### src/sv/wlsh_pkg.sv
// Shared types and constants for the weighted lag score block.
`timescale 1ns / 1ps

package wlsh_pkg;

    // Q16 unity and the two intermediate steps of the missed-frame metric
    localparam logic [16:0] Q16_ONE        = 17'h10000;
    localparam logic [16:0] Q16_THIRD      = 17'd21845;
    localparam logic [16:0] Q16_TWO_THIRDS = 17'd43690;

    // Metric bounds in input units
    localparam int UI_LO  = 16;
    localparam int UI_HI  = 100;
    localparam int INL_LO = 16;
    localparam int INL_HI = 60;
    localparam int CPU_LO = 32;
    localparam int CPU_HI = 256;
    localparam int DPC_LO = 1280;
    localparam int DPC_HI = 5120;
    localparam int DWM_HI = 3;

    // Divide by a constant as multiply by a rounded-up reciprocal and shift.
    // d * 65536 / 84   = (d << 14) / 21, numerator below 2^21
    localparam int DIV_UI = 21;
    localparam int SH_UI  = 26;
    localparam logic [21:0] M_UI =
        22'(((64'd1 << SH_UI) + 64'(DIV_UI) - 64'd1) / 64'(DIV_UI));
    // d * 65536 / 44   = (d << 14) / 11, numerator below 2^20
    localparam int DIV_INL = 11;
    localparam int SH_INL  = 24;
    localparam logic [20:0] M_INL =
        21'(((64'd1 << SH_INL) + 64'(DIV_INL) - 64'd1) / 64'(DIV_INL));
    // d * 65536 / 224  = (d << 11) / 7, numerator below 2^19
    localparam int DIV_CPU = 7;
    localparam int SH_CPU  = 22;
    localparam logic [19:0] M_CPU =
        20'(((64'd1 << SH_CPU) + 64'(DIV_CPU) - 64'd1) / 64'(DIV_CPU));
    // d * 65536 / 3840 = (d << 8) / 15, numerator below 2^20
    localparam int DIV_DPC = 15;
    localparam int SH_DPC  = 24;
    localparam logic [20:0] M_DPC =
        21'(((64'd1 << SH_DPC) + 64'(DIV_DPC) - 64'd1) / 64'(DIV_DPC));
    // weighted sum / 100, sum below 2^23
    localparam int DIV_SCORE = 100;
    localparam int SH_SCORE  = 30;
    localparam logic [23:0] M_SCORE =
        24'(((64'd1 << SH_SCORE) + 64'(DIV_SCORE) - 64'd1) / 64'(DIV_SCORE));

    // Weights in percent
    localparam logic [4:0] W_UI  = 5'd30;
    localparam logic [4:0] W_DWM = 5'd20;
    localparam logic [4:0] W_INL = 5'd20;
    localparam logic [4:0] W_CPU = 5'd15;
    localparam logic [4:0] W_DPC = 5'd15;

    localparam logic [3:0] SPIKE_MAX = 4'd15;

    // Configuration register indexes
    localparam logic [2:0] CFG_SPIKE_LIMIT = 3'd0;
    localparam logic [2:0] CFG_COOLDOWN    = 3'd1;
    localparam logic [2:0] CFG_SLIGHT      = 3'd2;
    localparam logic [2:0] CFG_LAGGING     = 3'd3;
    localparam logic [2:0] CFG_CRITICAL    = 3'd4;

    typedef enum logic [1:0] {
        LVL_SNAPPY   = 2'd0,
        LVL_SLIGHT   = 2'd1,
        LVL_LAGGING  = 2'd2,
        LVL_CRITICAL = 2'd3
    } t_level;

    typedef struct packed {
        logic [3:0]  spike_limit;
        logic [15:0] cooldown_ms;
        logic [15:0] slight_threshold;
        logic [15:0] lagging_threshold;
        logic [15:0] critical_threshold;
    } t_cfg;

    typedef struct packed {
        logic [15:0] ui_latency_ms;
        logic [31:0] frames_missed_total;
        logic [9:0]  input_latency_ms;
        logic [11:0] cpu_queue_len;
        logic [14:0] dpc_percent;
        logic [47:0] now_ms;
    } t_sample;

    // Normalized metrics, Q16 with unity included
    typedef struct packed {
        logic [16:0] ui;
        logic [16:0] dwm;
        logic [16:0] inl;
        logic [16:0] cpu;
        logic [16:0] dpc;
        logic [47:0] now_ms;
    } t_norm;

    typedef struct packed {
        logic [22:0] sum;
        logic [47:0] now_ms;
    } t_sum;

    typedef struct packed {
        logic [15:0] score;
        logic [47:0] now_ms;
    } t_scored;

endpackage

### src/sv/wlsh_norm.sv
// Missed-frame delta and clamp/normalize stage for the five metrics.
`timescale 1ns / 1ps

module wlsh_norm import wlsh_pkg::*; (
    input  logic    i_clk,
    input  logic    i_rst_n,
    input  logic    i_valid,
    output logic    o_ready,
    input  t_sample i_sample,
    output logic    o_valid,
    input  logic    i_ready,
    output t_norm   o_norm
);

    logic        r_valid;
    t_norm       r_norm;
    t_norm       n_norm;
    logic [31:0] r_snap;
    logic        w_load;

    logic [31:0] w_delta;
    logic [6:0]  w_d_ui;
    logic [5:0]  w_d_inl;
    logic [7:0]  w_d_cpu;
    logic [11:0] w_d_dpc;
    logic [42:0] w_p_ui;
    logic [40:0] w_p_inl;
    logic [38:0] w_p_cpu;
    logic [40:0] w_p_dpc;

    assign o_ready = !r_valid || i_ready;
    assign w_load  = i_valid && o_ready;
    assign o_valid = r_valid;
    assign o_norm  = r_norm;

    // non-negative delta against the stored count
    assign w_delta = (i_sample.frames_missed_total >= r_snap)
                   ? i_sample.frames_missed_total - r_snap : '0;

    // offsets above the low bound, only used strictly between the bounds
    assign w_d_ui  = i_sample.ui_latency_ms[6:0] - 7'(UI_LO);
    assign w_d_inl = i_sample.input_latency_ms[5:0] - 6'(INL_LO);
    assign w_d_cpu = i_sample.cpu_queue_len[7:0] - 8'(CPU_LO);
    assign w_d_dpc = 12'(i_sample.dpc_percent[12:0] - 13'(DPC_LO));

    // reciprocal multiplies
    assign w_p_ui  = {w_d_ui, 14'd0} * M_UI;
    assign w_p_inl = {w_d_inl, 14'd0} * M_INL;
    assign w_p_cpu = {w_d_cpu, 11'd0} * M_CPU;
    assign w_p_dpc = {w_d_dpc, 8'd0} * M_DPC;

    // clamp at the bounds
    always_comb begin
        n_norm.now_ms = i_sample.now_ms;

        if (i_sample.ui_latency_ms <= 16'(UI_LO)) begin
            n_norm.ui = '0;
        end else if (i_sample.ui_latency_ms >= 16'(UI_HI)) begin
            n_norm.ui = Q16_ONE;
        end else begin
            n_norm.ui = {1'b0, w_p_ui[SH_UI +: 16]};
        end

        if (w_delta == 32'd0) begin
            n_norm.dwm = '0;
        end else if (w_delta == 32'd1) begin
            n_norm.dwm = Q16_THIRD;
        end else if (w_delta < 32'(DWM_HI)) begin
            n_norm.dwm = Q16_TWO_THIRDS;
        end else begin
            n_norm.dwm = Q16_ONE;
        end

        if (i_sample.input_latency_ms <= 10'(INL_LO)) begin
            n_norm.inl = '0;
        end else if (i_sample.input_latency_ms >= 10'(INL_HI)) begin
            n_norm.inl = Q16_ONE;
        end else begin
            n_norm.inl = {1'b0, w_p_inl[SH_INL +: 16]};
        end

        if (i_sample.cpu_queue_len <= 12'(CPU_LO)) begin
            n_norm.cpu = '0;
        end else if (i_sample.cpu_queue_len >= 12'(CPU_HI)) begin
            n_norm.cpu = Q16_ONE;
        end else begin
            n_norm.cpu = {1'b0, w_p_cpu[SH_CPU +: 16]};
        end

        if (i_sample.dpc_percent <= 15'(DPC_LO)) begin
            n_norm.dpc = '0;
        end else if (i_sample.dpc_percent >= 15'(DPC_HI)) begin
            n_norm.dpc = Q16_ONE;
        end else begin
            n_norm.dpc = {1'b0, w_p_dpc[SH_DPC +: 16]};
        end
    end

    // control and snapshot
    always_ff @(posedge i_clk) begin
        if (!i_rst_n) begin
            r_valid <= 1'b0;
            r_snap  <= '0;
        end else begin
            if (o_ready) begin
                r_valid <= i_valid;
            end
            if (w_load) begin
                r_snap <= i_sample.frames_missed_total;
            end
        end
    end

    // payload
    always_ff @(posedge i_clk) begin
        if (w_load) begin
            r_norm <= n_norm;
        end
    end

endmodule

### src/sv/wlsh_score.sv
// Weighted sum and divide-by-100 stages producing the Q16 score.
`timescale 1ns / 1ps

module wlsh_score import wlsh_pkg::*; (
    input  logic    i_clk,
    input  logic    i_rst_n,
    input  logic    i_valid,
    output logic    o_ready,
    input  t_norm   i_norm,
    output logic    o_valid,
    input  logic    i_ready,
    output t_scored o_scored
);

    logic        r_a_valid;
    t_sum        r_sum;
    logic        r_b_valid;
    t_scored     r_scored;
    logic        w_a_load;
    logic        w_b_ready;
    logic        w_b_load;
    logic [22:0] w_sum;
    logic [46:0] w_prod;
    logic [16:0] w_quot;

    assign w_b_ready = !r_b_valid || i_ready;
    assign o_ready   = !r_a_valid || w_b_ready;
    assign w_a_load  = i_valid && o_ready;
    assign w_b_load  = r_a_valid && w_b_ready;
    assign o_valid   = r_b_valid;
    assign o_scored  = r_scored;

    // weights are small constants: shift-and-add
    assign w_sum = W_UI * i_norm.ui + W_DWM * i_norm.dwm + W_INL * i_norm.inl
                 + W_CPU * i_norm.cpu + W_DPC * i_norm.dpc;

    // divide by 100, then saturate the full-scale case
    assign w_prod = r_sum.sum * M_SCORE;
    assign w_quot = w_prod[SH_SCORE +: 17];

    always_ff @(posedge i_clk) begin
        if (!i_rst_n) begin
            r_a_valid <= 1'b0;
            r_b_valid <= 1'b0;
        end else begin
            if (o_ready) begin
                r_a_valid <= i_valid;
            end
            if (w_b_ready) begin
                r_b_valid <= r_a_valid;
            end
        end
    end

    always_ff @(posedge i_clk) begin
        if (w_a_load) begin
            r_sum.sum    <= w_sum;
            r_sum.now_ms <= i_norm.now_ms;
        end
        if (w_b_load) begin
            r_scored.score  <= w_quot[16] ? 16'hFFFF : w_quot[15:0];
            r_scored.now_ms <= r_sum.now_ms;
        end
    end

endmodule

### src/sv/wlsh_hyst.sv
// Level mapping, hysteresis state and the result register.
`timescale 1ns / 1ps

module wlsh_hyst import wlsh_pkg::*; (
    input  logic        i_clk,
    input  logic        i_rst_n,
    input  t_cfg        i_cfg,
    input  logic        i_valid,
    output logic        o_ready,
    input  t_scored     i_scored,
    output logic        o_valid,
    input  logic        i_ready,
    output logic [15:0] o_score,
    output logic [1:0]  o_level,
    output logic        o_changed
);

    logic        r_valid;
    logic [15:0] r_score;
    logic        r_changed;
    t_level      r_held;
    t_level      n_held;
    logic [3:0]  r_cnt;
    logic [3:0]  n_cnt;
    logic [47:0] r_lct;
    logic [47:0] n_lct;
    t_level      w_raw;
    logic        w_changed;
    logic        w_load;
    logic [3:0]  w_cnt_inc;
    logic [47:0] w_elapsed;

    assign o_ready   = !r_valid || i_ready;
    assign w_load    = i_valid && o_ready;
    assign o_valid   = r_valid;
    assign o_score   = r_score;
    assign o_level   = r_held;
    assign o_changed = r_changed;

    // raw level, critical tested first
    always_comb begin
        if (i_scored.score >= i_cfg.critical_threshold) begin
            w_raw = LVL_CRITICAL;
        end else if (i_scored.score >= i_cfg.lagging_threshold) begin
            w_raw = LVL_LAGGING;
        end else if (i_scored.score >= i_cfg.slight_threshold) begin
            w_raw = LVL_SLIGHT;
        end else begin
            w_raw = LVL_SNAPPY;
        end
    end

    assign w_cnt_inc = (r_cnt < SPIKE_MAX) ? r_cnt + 4'd1 : r_cnt;
    assign w_elapsed = i_scored.now_ms - r_lct;

    // hysteresis: spikes counted up, relaxing gated by cooldown
    always_comb begin
        n_held    = r_held;
        n_cnt     = r_cnt;
        n_lct     = r_lct;
        w_changed = 1'b0;
        if (w_raw > r_held) begin
            if (w_cnt_inc >= i_cfg.spike_limit) begin
                n_held    = w_raw;
                n_lct     = i_scored.now_ms;
                n_cnt     = '0;
                w_changed = 1'b1;
            end else begin
                n_cnt = w_cnt_inc;
            end
        end else if (w_raw < r_held) begin
            n_cnt = '0;
            if (w_elapsed >= 48'(i_cfg.cooldown_ms)) begin
                n_held    = w_raw;
                n_lct     = i_scored.now_ms;
                w_changed = 1'b1;
            end
        end else begin
            n_lct = i_scored.now_ms;
            n_cnt = '0;
        end
    end

    always_ff @(posedge i_clk) begin
        if (!i_rst_n) begin
            r_valid <= 1'b0;
            r_held  <= LVL_SNAPPY;
            r_cnt   <= '0;
            r_lct   <= '0;
        end else begin
            if (o_ready) begin
                r_valid <= i_valid;
            end
            if (w_load) begin
                r_held <= n_held;
                r_cnt  <= n_cnt;
                r_lct  <= n_lct;
            end
        end
    end

    always_ff @(posedge i_clk) begin
        if (w_load) begin
            r_score   <= i_scored.score;
            r_changed <= w_changed;
        end
    end

    // a reported change really moved the held level
    a_change_moves: assert property (@(posedge i_clk) disable iff (!i_rst_n)
        w_load && w_changed |=> r_held != $past(r_held))
        else $error("level change flagged but held level unchanged");

    // without a change flag the held level stays put
    a_hold_steady: assert property (@(posedge i_clk) disable iff (!i_rst_n)
        w_load && !w_changed |=> r_held == $past(r_held))
        else $error("held level moved without a change flag");

    // accepting a new level always restarts the spike count
    a_change_clears: assert property (@(posedge i_clk) disable iff (!i_rst_n)
        w_load && w_changed |=> r_cnt == 4'd0)
        else $error("spike counter not cleared on level change");

    // a relaxing step is only taken once the cooldown has run
    a_cooldown: assert property (@(posedge i_clk) disable iff (!i_rst_n)
        w_load && w_changed && (w_raw < r_held) |->
        w_elapsed >= 48'(i_cfg.cooldown_ms))
        else $error("level relaxed before cooldown elapsed");

endmodule

### src/sv/weighted_lag_score_hysteresis.sv
// Top level: ports, configuration registers, input register and stage chain.
`timescale 1ns / 1ps

// Weighted lag score with hysteresis. Each input word is one sample of five
// health metrics plus a millisecond timestamp; each produces exactly one
// result word with the Q16 score, the held severity level and a change flag.
// The datapath is a five-register pipeline (input, normalize, weighted sum,
// divide by 100, hysteresis/result), and a new sample can be taken every
// cycle as long as the result stream does not stall the chain; the
// per-sample state (missed-frame snapshot, held level, spike count, last
// change time) closes its loop inside a single stage, so consecutive samples
// never wait on each other. Stages with no word in them accept even while
// the result register is stalled. Configuration writes are taken in any
// cycle and are meant to be made while the pipeline is empty.
module weighted_lag_score_hysteresis import wlsh_pkg::*; (
    input  logic         i_clk,
    input  logic         i_rst_n,
    // sample stream
    input  logic         i_s_tvalid,
    output logic         o_s_tready,
    // [15:0] ui_latency_ms, [47:16] frames_missed_total,
    // [57:48] input_latency_ms, [69:58] cpu_queue_len,
    // [84:70] dpc_percent, [132:85] now_ms, [135:133] zero
    input  logic [135:0] i_s_tdata,
    // result stream
    output logic         o_m_tvalid,
    input  logic         i_m_tready,
    // [15:0] score, [17:16] level, [18] level_changed, [23:19] zero
    output logic [23:0]  o_m_tdata,
    // configuration write channel
    input  logic         i_cfg_valid,
    output logic         o_cfg_ready,
    input  logic [2:0]   i_cfg_index,
    input  logic [15:0]  i_cfg_data
);

    localparam logic [3:0]  RST_SPIKE_LIMIT = 4'd3;
    localparam logic [15:0] RST_COOLDOWN    = 16'd2000;
    localparam logic [15:0] RST_SLIGHT      = 16'd9830;
    localparam logic [15:0] RST_LAGGING     = 16'd22938;
    localparam logic [15:0] RST_CRITICAL    = 16'd42598;

    t_cfg        r_cfg;
    logic        r_in_valid;
    t_sample     r_in;
    t_sample     w_sample;
    logic        w_in_load;
    logic        w_norm_ready;
    logic        w_norm_valid;
    t_norm       w_norm;
    logic        w_score_ready;
    logic        w_score_valid;
    t_scored     w_scored;
    logic        w_hyst_ready;
    logic [15:0] w_score;
    logic [1:0]  w_level;
    logic        w_changed;

    // configuration registers
    assign o_cfg_ready = 1'b1;

    always_ff @(posedge i_clk) begin
        if (!i_rst_n) begin
            r_cfg.spike_limit        <= RST_SPIKE_LIMIT;
            r_cfg.cooldown_ms        <= RST_COOLDOWN;
            r_cfg.slight_threshold   <= RST_SLIGHT;
            r_cfg.lagging_threshold  <= RST_LAGGING;
            r_cfg.critical_threshold <= RST_CRITICAL;
        end else if (i_cfg_valid) begin
            case (i_cfg_index)
                CFG_SPIKE_LIMIT: r_cfg.spike_limit        <= i_cfg_data[3:0];
                CFG_COOLDOWN:    r_cfg.cooldown_ms        <= i_cfg_data;
                CFG_SLIGHT:      r_cfg.slight_threshold   <= i_cfg_data;
                CFG_LAGGING:     r_cfg.lagging_threshold  <= i_cfg_data;
                CFG_CRITICAL:    r_cfg.critical_threshold <= i_cfg_data;
                default: begin
                end
            endcase
        end
    end

    // unpack the input word
    assign w_sample.ui_latency_ms       = i_s_tdata[15:0];
    assign w_sample.frames_missed_total = i_s_tdata[47:16];
    assign w_sample.input_latency_ms    = i_s_tdata[57:48];
    assign w_sample.cpu_queue_len       = i_s_tdata[69:58];
    assign w_sample.dpc_percent         = i_s_tdata[84:70];
    assign w_sample.now_ms              = i_s_tdata[132:85];

    // input register
    assign o_s_tready = !r_in_valid || w_norm_ready;
    assign w_in_load  = i_s_tvalid && o_s_tready;

    always_ff @(posedge i_clk) begin
        if (!i_rst_n) begin
            r_in_valid <= 1'b0;
        end else if (o_s_tready) begin
            r_in_valid <= i_s_tvalid;
        end
    end

    always_ff @(posedge i_clk) begin
        if (w_in_load) begin
            r_in <= w_sample;
        end
    end

    wlsh_norm u_norm (
        .i_clk    (i_clk),
        .i_rst_n  (i_rst_n),
        .i_valid  (r_in_valid),
        .o_ready  (w_norm_ready),
        .i_sample (r_in),
        .o_valid  (w_norm_valid),
        .i_ready  (w_score_ready),
        .o_norm   (w_norm)
    );

    wlsh_score u_score (
        .i_clk    (i_clk),
        .i_rst_n  (i_rst_n),
        .i_valid  (w_norm_valid),
        .o_ready  (w_score_ready),
        .i_norm   (w_norm),
        .o_valid  (w_score_valid),
        .i_ready  (w_hyst_ready),
        .o_scored (w_scored)
    );

    wlsh_hyst u_hyst (
        .i_clk     (i_clk),
        .i_rst_n   (i_rst_n),
        .i_cfg     (r_cfg),
        .i_valid   (w_score_valid),
        .o_ready   (w_hyst_ready),
        .i_scored  (w_scored),
        .o_valid   (o_m_tvalid),
        .i_ready   (i_m_tready),
        .o_score   (w_score),
        .o_level   (w_level),
        .o_changed (w_changed)
    );

    // pack the result word
    assign o_m_tdata = {5'd0, w_changed, w_level, w_score};

endmodule
### config.mk
export PLATFORM = sky130hd
export DESIGN_NAME = weighted_lag_score_hysteresis
export DESIGN_NICKNAME = d
export VERILOG_FILES = /design/src/sv/wlsh_pkg.sv /design/src/sv/wlsh_norm.sv /design/src/sv/wlsh_score.sv /design/src/sv/wlsh_hyst.sv /design/src/sv/weighted_lag_score_hysteresis.sv
export SDC_FILE = /design/constraint.sdc
export NUM_CORES = 2
export LEC_CHECK = 0
export ABC_AREA = 1
export BUFFER_PORTS_ARGS = -buffer_cell sky130_fd_sc_hd__buf_2
export CAP_MARGIN = 20
export CORE_MARGIN = 2
export CORE_UTILIZATION = 60
export DETAILED_ROUTE_END_ITERATION = 7
export PLACE_DENSITY = 0.79
export REMOVE_ABC_BUFFERS = 1
export SLEW_MARGIN = 40
export SYNTH_ARGS = -nofsm -noshare
export SYNTH_HDL_FRONTEND = slang
export SYNTH_HIERARCHICAL = 1
export SYNTH_SLANG_ARGS = --single-unit
export TNS_END_PERCENT = 30
### constraint.sdc
create_clock -name i_clk -period 15 [get_ports i_clk]
set_input_delay 1.5 -clock i_clk [delete_from_list [all_inputs] [get_ports i_clk]]
set_output_delay 1.5 -clock i_clk [all_outputs]
set_load 0.02 [all_outputs]
* Yosys cells after proc, flatten, opt, wreduce, memory -nomap -nowiden
Cells that the tools add are included.
** Cells by class
- Add/sub/neg operators :: 11
- Multipliers :: 10
- Order comparisons :: 18
- Equality and inequality tests :: 7
- Muxes and demuxes :: 25
- Reduce and logical (&&, ||, !) cells :: 31
** Operator list (count)
- $mux W48 :: 4
- $mux W17 :: 5
- $mul A4 B17 Y21 const A :: 3
- $ge A16 B16 Y1 :: 3
- $ge A48 B16 Y1 :: 1
- $sub A48 B48 Y48 :: 1
- $mul A23 B24 Y47 const B :: 1
- $add A23 B21 Y23 :: 2
- $mul A3 B17 Y20 const A :: 2
- $eq A32 B1 Y1 const B :: 1
- $ge A32 B32 Y1 :: 1
- $logic_not A32 Y1 :: 1
- $lt A32 B2 Y1 const B :: 1
- $mux W32 :: 1
- $sub A32 B32 Y32 :: 1
- $mul A12 B20 Y31 const B :: 1
- $mul A7 B22 Y28 const B :: 1
- $mul A8 B20 Y27 const B :: 1
- $mul A6 B20 Y25 const B :: 1
- $add A22 B22 Y23 :: 1
- $add A23 B22 Y23 :: 1
- $ge A16 B7 Y1 const B :: 1
- $le A16 B5 Y1 const B :: 1
- $ge A15 B13 Y1 const B :: 1
- 32 further kinds :: 65
** Storage, ports and cells
- Register bits :: 577
- Logic and storage cells :: 139

* Depth between registers and ports, before layout
- Word-level depth :: 7
- Gate-level depth with buffers :: 29
- Depth with buffers taken out :: 29

* Modules after synthesis
Netlist, hierarchy kept.
** By module, submodules not included
- wlsh_score :: times used 1, cells an instance 2682, area each 23890.4 um2, seq. area each 4093.9 um2
- wlsh_norm :: times used 1, cells an instance 1862, area each 14251.2 um2, seq. area each 4234.1 um2
- wlsh_hyst :: times used 1, cells an instance 1635, area each 9305.2 um2, seq. area each 1611.5 um2
- weighted_lag_score_hysteresis :: times used 1, cells an instance 516, area each 6754.0 um2, seq. area each 5375.2 um2

* Least setup slack after synthesis
No wires, ideal clock.
- Path type :: input -> register
- From :: input i_m_tready
- To :: register r_in[0] (netlist name) (enable)
- Library setup time :: 0.669 ns
- Arrival time :: 8.309 ns
- Slack :: 6.022 ns
- Cell stages on the path :: 8
- Cells stage by stage :: inv_1 nand2_1 inv_1 nand3_1 inv_1 nand2_1 inv_1 a21oi_1
** On the way
- Longest elaborated chain between the ends :: 6
** RTL lines
- from (decl) :: RTL line weighted_lag_score_hysteresis.sv:27 : input logic i_m_tready,
- $logic_or A1 B1 Y1 :: RTL line wlsh_hyst.sv:33 : assign o_ready = !r_valid || i_ready;
- net w_hyst_ready :: RTL line weighted_lag_score_hysteresis.sv:54 : logic w_hyst_ready;
- $logic_or A1 B1 Y1 :: RTL line wlsh_score.sv:26 : assign w_b_ready = !r_b_valid || i_ready;
- $logic_or A1 B1 Y1 :: RTL line wlsh_score.sv:27 : assign o_ready = !r_a_valid || w_b_ready;
- net w_score_ready :: RTL line weighted_lag_score_hysteresis.sv:51 : logic w_score_ready;
- $logic_or A1 B1 Y1 :: RTL line wlsh_norm.sv:31 : assign o_ready = !r_valid || i_ready;
- net w_norm_ready :: RTL line weighted_lag_score_hysteresis.sv:48 : logic w_norm_ready;
- $logic_or A1 B1 Y1 :: RTL line weighted_lag_score_hysteresis.sv:91 : assign o_s_tready = !r_in_valid || w_norm_ready;
- $logic_and A1 B1 Y1 :: RTL line weighted_lag_score_hysteresis.sv:92 : assign w_in_load = i_s_tvalid && o_s_tready;
- net w_in_load :: RTL line weighted_lag_score_hysteresis.sv:47 : logic w_in_load;
- to (signal assigned) :: RTL line weighted_lag_score_hysteresis.sv:104 : r_in <= w_sample;
- to (decl) :: RTL line weighted_lag_score_hysteresis.sv:45 : t_sample r_in;
The timed path passes the listed nets, and every way through them passes these cells.
A chain may end at the register's enable or synchronous reset.

* Final worst setup path
- From :: register u_norm.r_norm (netlist bit u_norm/o_norm[83])
- To :: register u_score/r_sum[70] (netlist name), data pin
** On the way
- Longest elaborated chain between the ends :: 4
** RTL lines
- from (decl) :: RTL line wlsh_norm.sv:16 : t_norm r_norm;
- from (signal assigned) :: RTL line wlsh_norm.sv:117 : r_norm <= n_norm;
- $mul A3 B17 Y20 :: RTL line wlsh_score.sv:34 : assign w_sum = W_UI * i_norm.ui + W_DWM * i_norm.dwm + W_INL * i_norm.inl
- $add A23 B22 Y23 :: RTL line wlsh_score.sv:34
- $add A23 B21 Y23 (2 in a row) :: RTL line wlsh_score.sv:35 : + W_CPU * i_norm.cpu + W_DPC * i_norm.dpc;
- net u_score.w_sum[22] :: RTL line wlsh_score.sv:22 : logic [22:0] w_sum;
- to (decl) :: RTL line wlsh_score.sv:16 : t_sum r_sum;
The timed path passes the listed nets, and every way through them passes these cells.

==> results.ini <==
[outcome]
status=finished, violations left
violations=DRC

[synth]
syn_area_mm2=0.0542
synth-seq-cells=563
synth-edff-count=404
async_reset_ff_frac=0
syn-instance-count=6695
yosys_warnings=6
ys.flop_type=edfxtp_1
yosysSeqAreaShare=0.283
syn_area_per_cell_um2=8.10
synth_cell_types=57

[clock_tree]
cts_hold_buf=0
insertion_delay_ps=650
clk_pin_slew_ps=60
cts_root_buf=clkbuf_16
ctsResizeCount=0
clock-sinks=563
cts_tree=yes
cts_buffers=67
clk_path_buf_depth=3
h-tree-depth=3
cts_setup_buffers=0

[placed_design]
place_congestion=0.979
place_hpwl_um=105000
portBuffers=177

[layout]
fill_cells=7616
register_area_mm2=0.0153
multi_input_area_mm2=0.0324
area_growth_syn_to_layout_pct=8.12
drive_gt1_frac=0.0631
fin_util=0.653
nets=8156

[sta]
holdWs_ps=398
finClkSkew_ps=41.2
setup_viol=0
max_slew_margin=0.458
fin_crit_sh=0.441
tns_ps=0
tightest_slew_ps=814
grt_setup_unrepaired=false
clock.fmax_mhz=151
fin_crit_ps=6620
final_hold_viol_count=0
maxSlewViolCount=0

[setup_path]
reg2reg_slack_ps=8380
endpoint_kind=flip-flop
worst-path-max-fanout=6
path_class=flip-flop to flip-flop
cp.required_ps=15350
critPathLaunchType=flip-flop
critical_path_arrival_ps=6970

[grt]
grt_overflow_total=0
grt_pass1_vias=41600
grt_max_degree=101
grt_pass1_wl_um=207000
grt_antenna_before_repair=0
track_usage=0.276

[route]
first_iter_violations=2745
dr_total_vias=42300
drcViolationCount=8
ant_nets=0
vias_per_cell=5.22
dr.pass1.iters=8
routed_wl_um=127000
wl_per_cell_um=15.7

[die]
die_y_um=305
row_count=110
die_area_mm2=0.0928
die_w_um=305
start_util=0.604
io_pins=187
core_area_mm2=0.0897

[run]
maxCapViolCount=0

[hold_path]
hp-class=flip-flop to flip-flop

==> worst max-delay path: stages, from the launching register on <==
cell      delay [ps]
edfxtp_1         470
ha_1             350
ha_1             230
fa_1             430
a21oi_1          400
o21ai_0          280
xor2_1           220
fa_1             510
inv_1             50
fa_1             470
fa_1             490
inv_1             50
fa_1             530
inv_1             60
fa_1             540
inv_1             40
ha_1             390
nand2_1          130
nor2_1           260
nand2_1          110
nand3_1           90
nand2_1           60
nand3_1          110
xor2_1            80
==> layout make-up <==
| type | count | area share |
|---|---|---|
| multi-input combinational | 4436 | 0.553 |
| antenna | 2 | 0.0000854 |
| clock buffer | 78 | 0.0293 |
| clock inverter | 46 | 0.0101 |
| tap | 1176 | 0.0251 |
| inverter | 1618 | 0.104 |
| sequential | 563 | 0.261 |
| timing repair buffer | 190 | 0.0175 |
==> synth_stat cells (all sizes together) (31+ instances only) <==
cell type	instances	area, um2
a21oi	368	1960
buf	51	365
clkbuf	31	119
dfxtp	159	3180
edfxtp	404	12100
fa	417	8350
ha	703	8800
inv	1613	6050
nand2	1546	5900
nand3	290	1470
nand4	65	413
nor2	539	2130
nor3	45	250
o21ai	189	950
xnor2	39	342
xor2	64	561
==> per-layer routing <==
metal / up-vias / share of wire / GRT usage
met1: 19700 / 0.44 / 0.365
met4: 0 / 0.032 / 0.0891
met5: - / 0 / 0
met3: 227 / 0.052 / 0.0320
met2: 1156 / 0.48 / 0.475
li1: 21300 / - / -
==> registers in the layout, summed over array words and instances, names as in the netlist, 2 cells and up <==
register          count
u_hyst/o_score       16
u_norm/o_norm       119
u_hyst/o_level        2
r_in                133
u_score/o_scored     64
u_hyst/r_lct         48
u_score/r_sum        71
u_norm/r_snap        32
r_cfg                68
u_hyst/r_cnt          4
==> stage by stage <==
stage	worst slack, ps	instance area, um2	cells
floorplan	6020	53700	6617
global placement	8450	56200	7980
detailed placement	8420	56300	7983
CTS	8420	58600	8107
global route	8040	58600	8107
finish	8380	58600	8109
==> cells by family after synthesis <==
family,after synthesis,synth area share
AO/OA/AOI/OAI,673,0.0697
XOR/XNOR,103,0.0166
adder cells (fa/ha/maj),1120,0.316
buffers and inverters,1700,0.121
flip-flops,563,0.283
other,2,0.000139
AND/OR/NAND/NOR,2534,0.194
==> placed cells by master, fill, tap and decap left out, types with 32 or more instances in the layout <==
| cell | count |
|---|---|
| dfxtp_1 | 159 |
| a21oi_2 | 32 |
| edfxtp_1 | 404 |
| a21oi_1 | 334 |
| nor3_1 | 40 |
| o21ai_0 | 177 |
| buf_2 | 176 |
| nand3_1 | 286 |
| inv_1 | 1584 |
| nor2_1 | 510 |
| xnor2_1 | 39 |
| fa_1 | 417 |
| xor2_1 | 64 |
| clkbuf_16 | 67 |
| nand4_1 | 64 |
| nand2_2 | 34 |
| ha_1 | 703 |
| nand2_1 | 1510 |
==> worst paths after layout <==
kind	start	end	depth (start not counted)
min reg2reg	u_norm/o_norm[4]	u_score/r_sum[4]	0
min	u_norm/o_norm[4]	u_score/r_sum[4]	0
max	u_norm/o_norm[83]	u_score/r_sum[70]	23
max reg2reg	u_norm/o_norm[83]	u_score/r_sum[70]	23
Power is not shown: default switching activity piles up to over one toggle a cycle in this logic, so the estimate is an artifact.
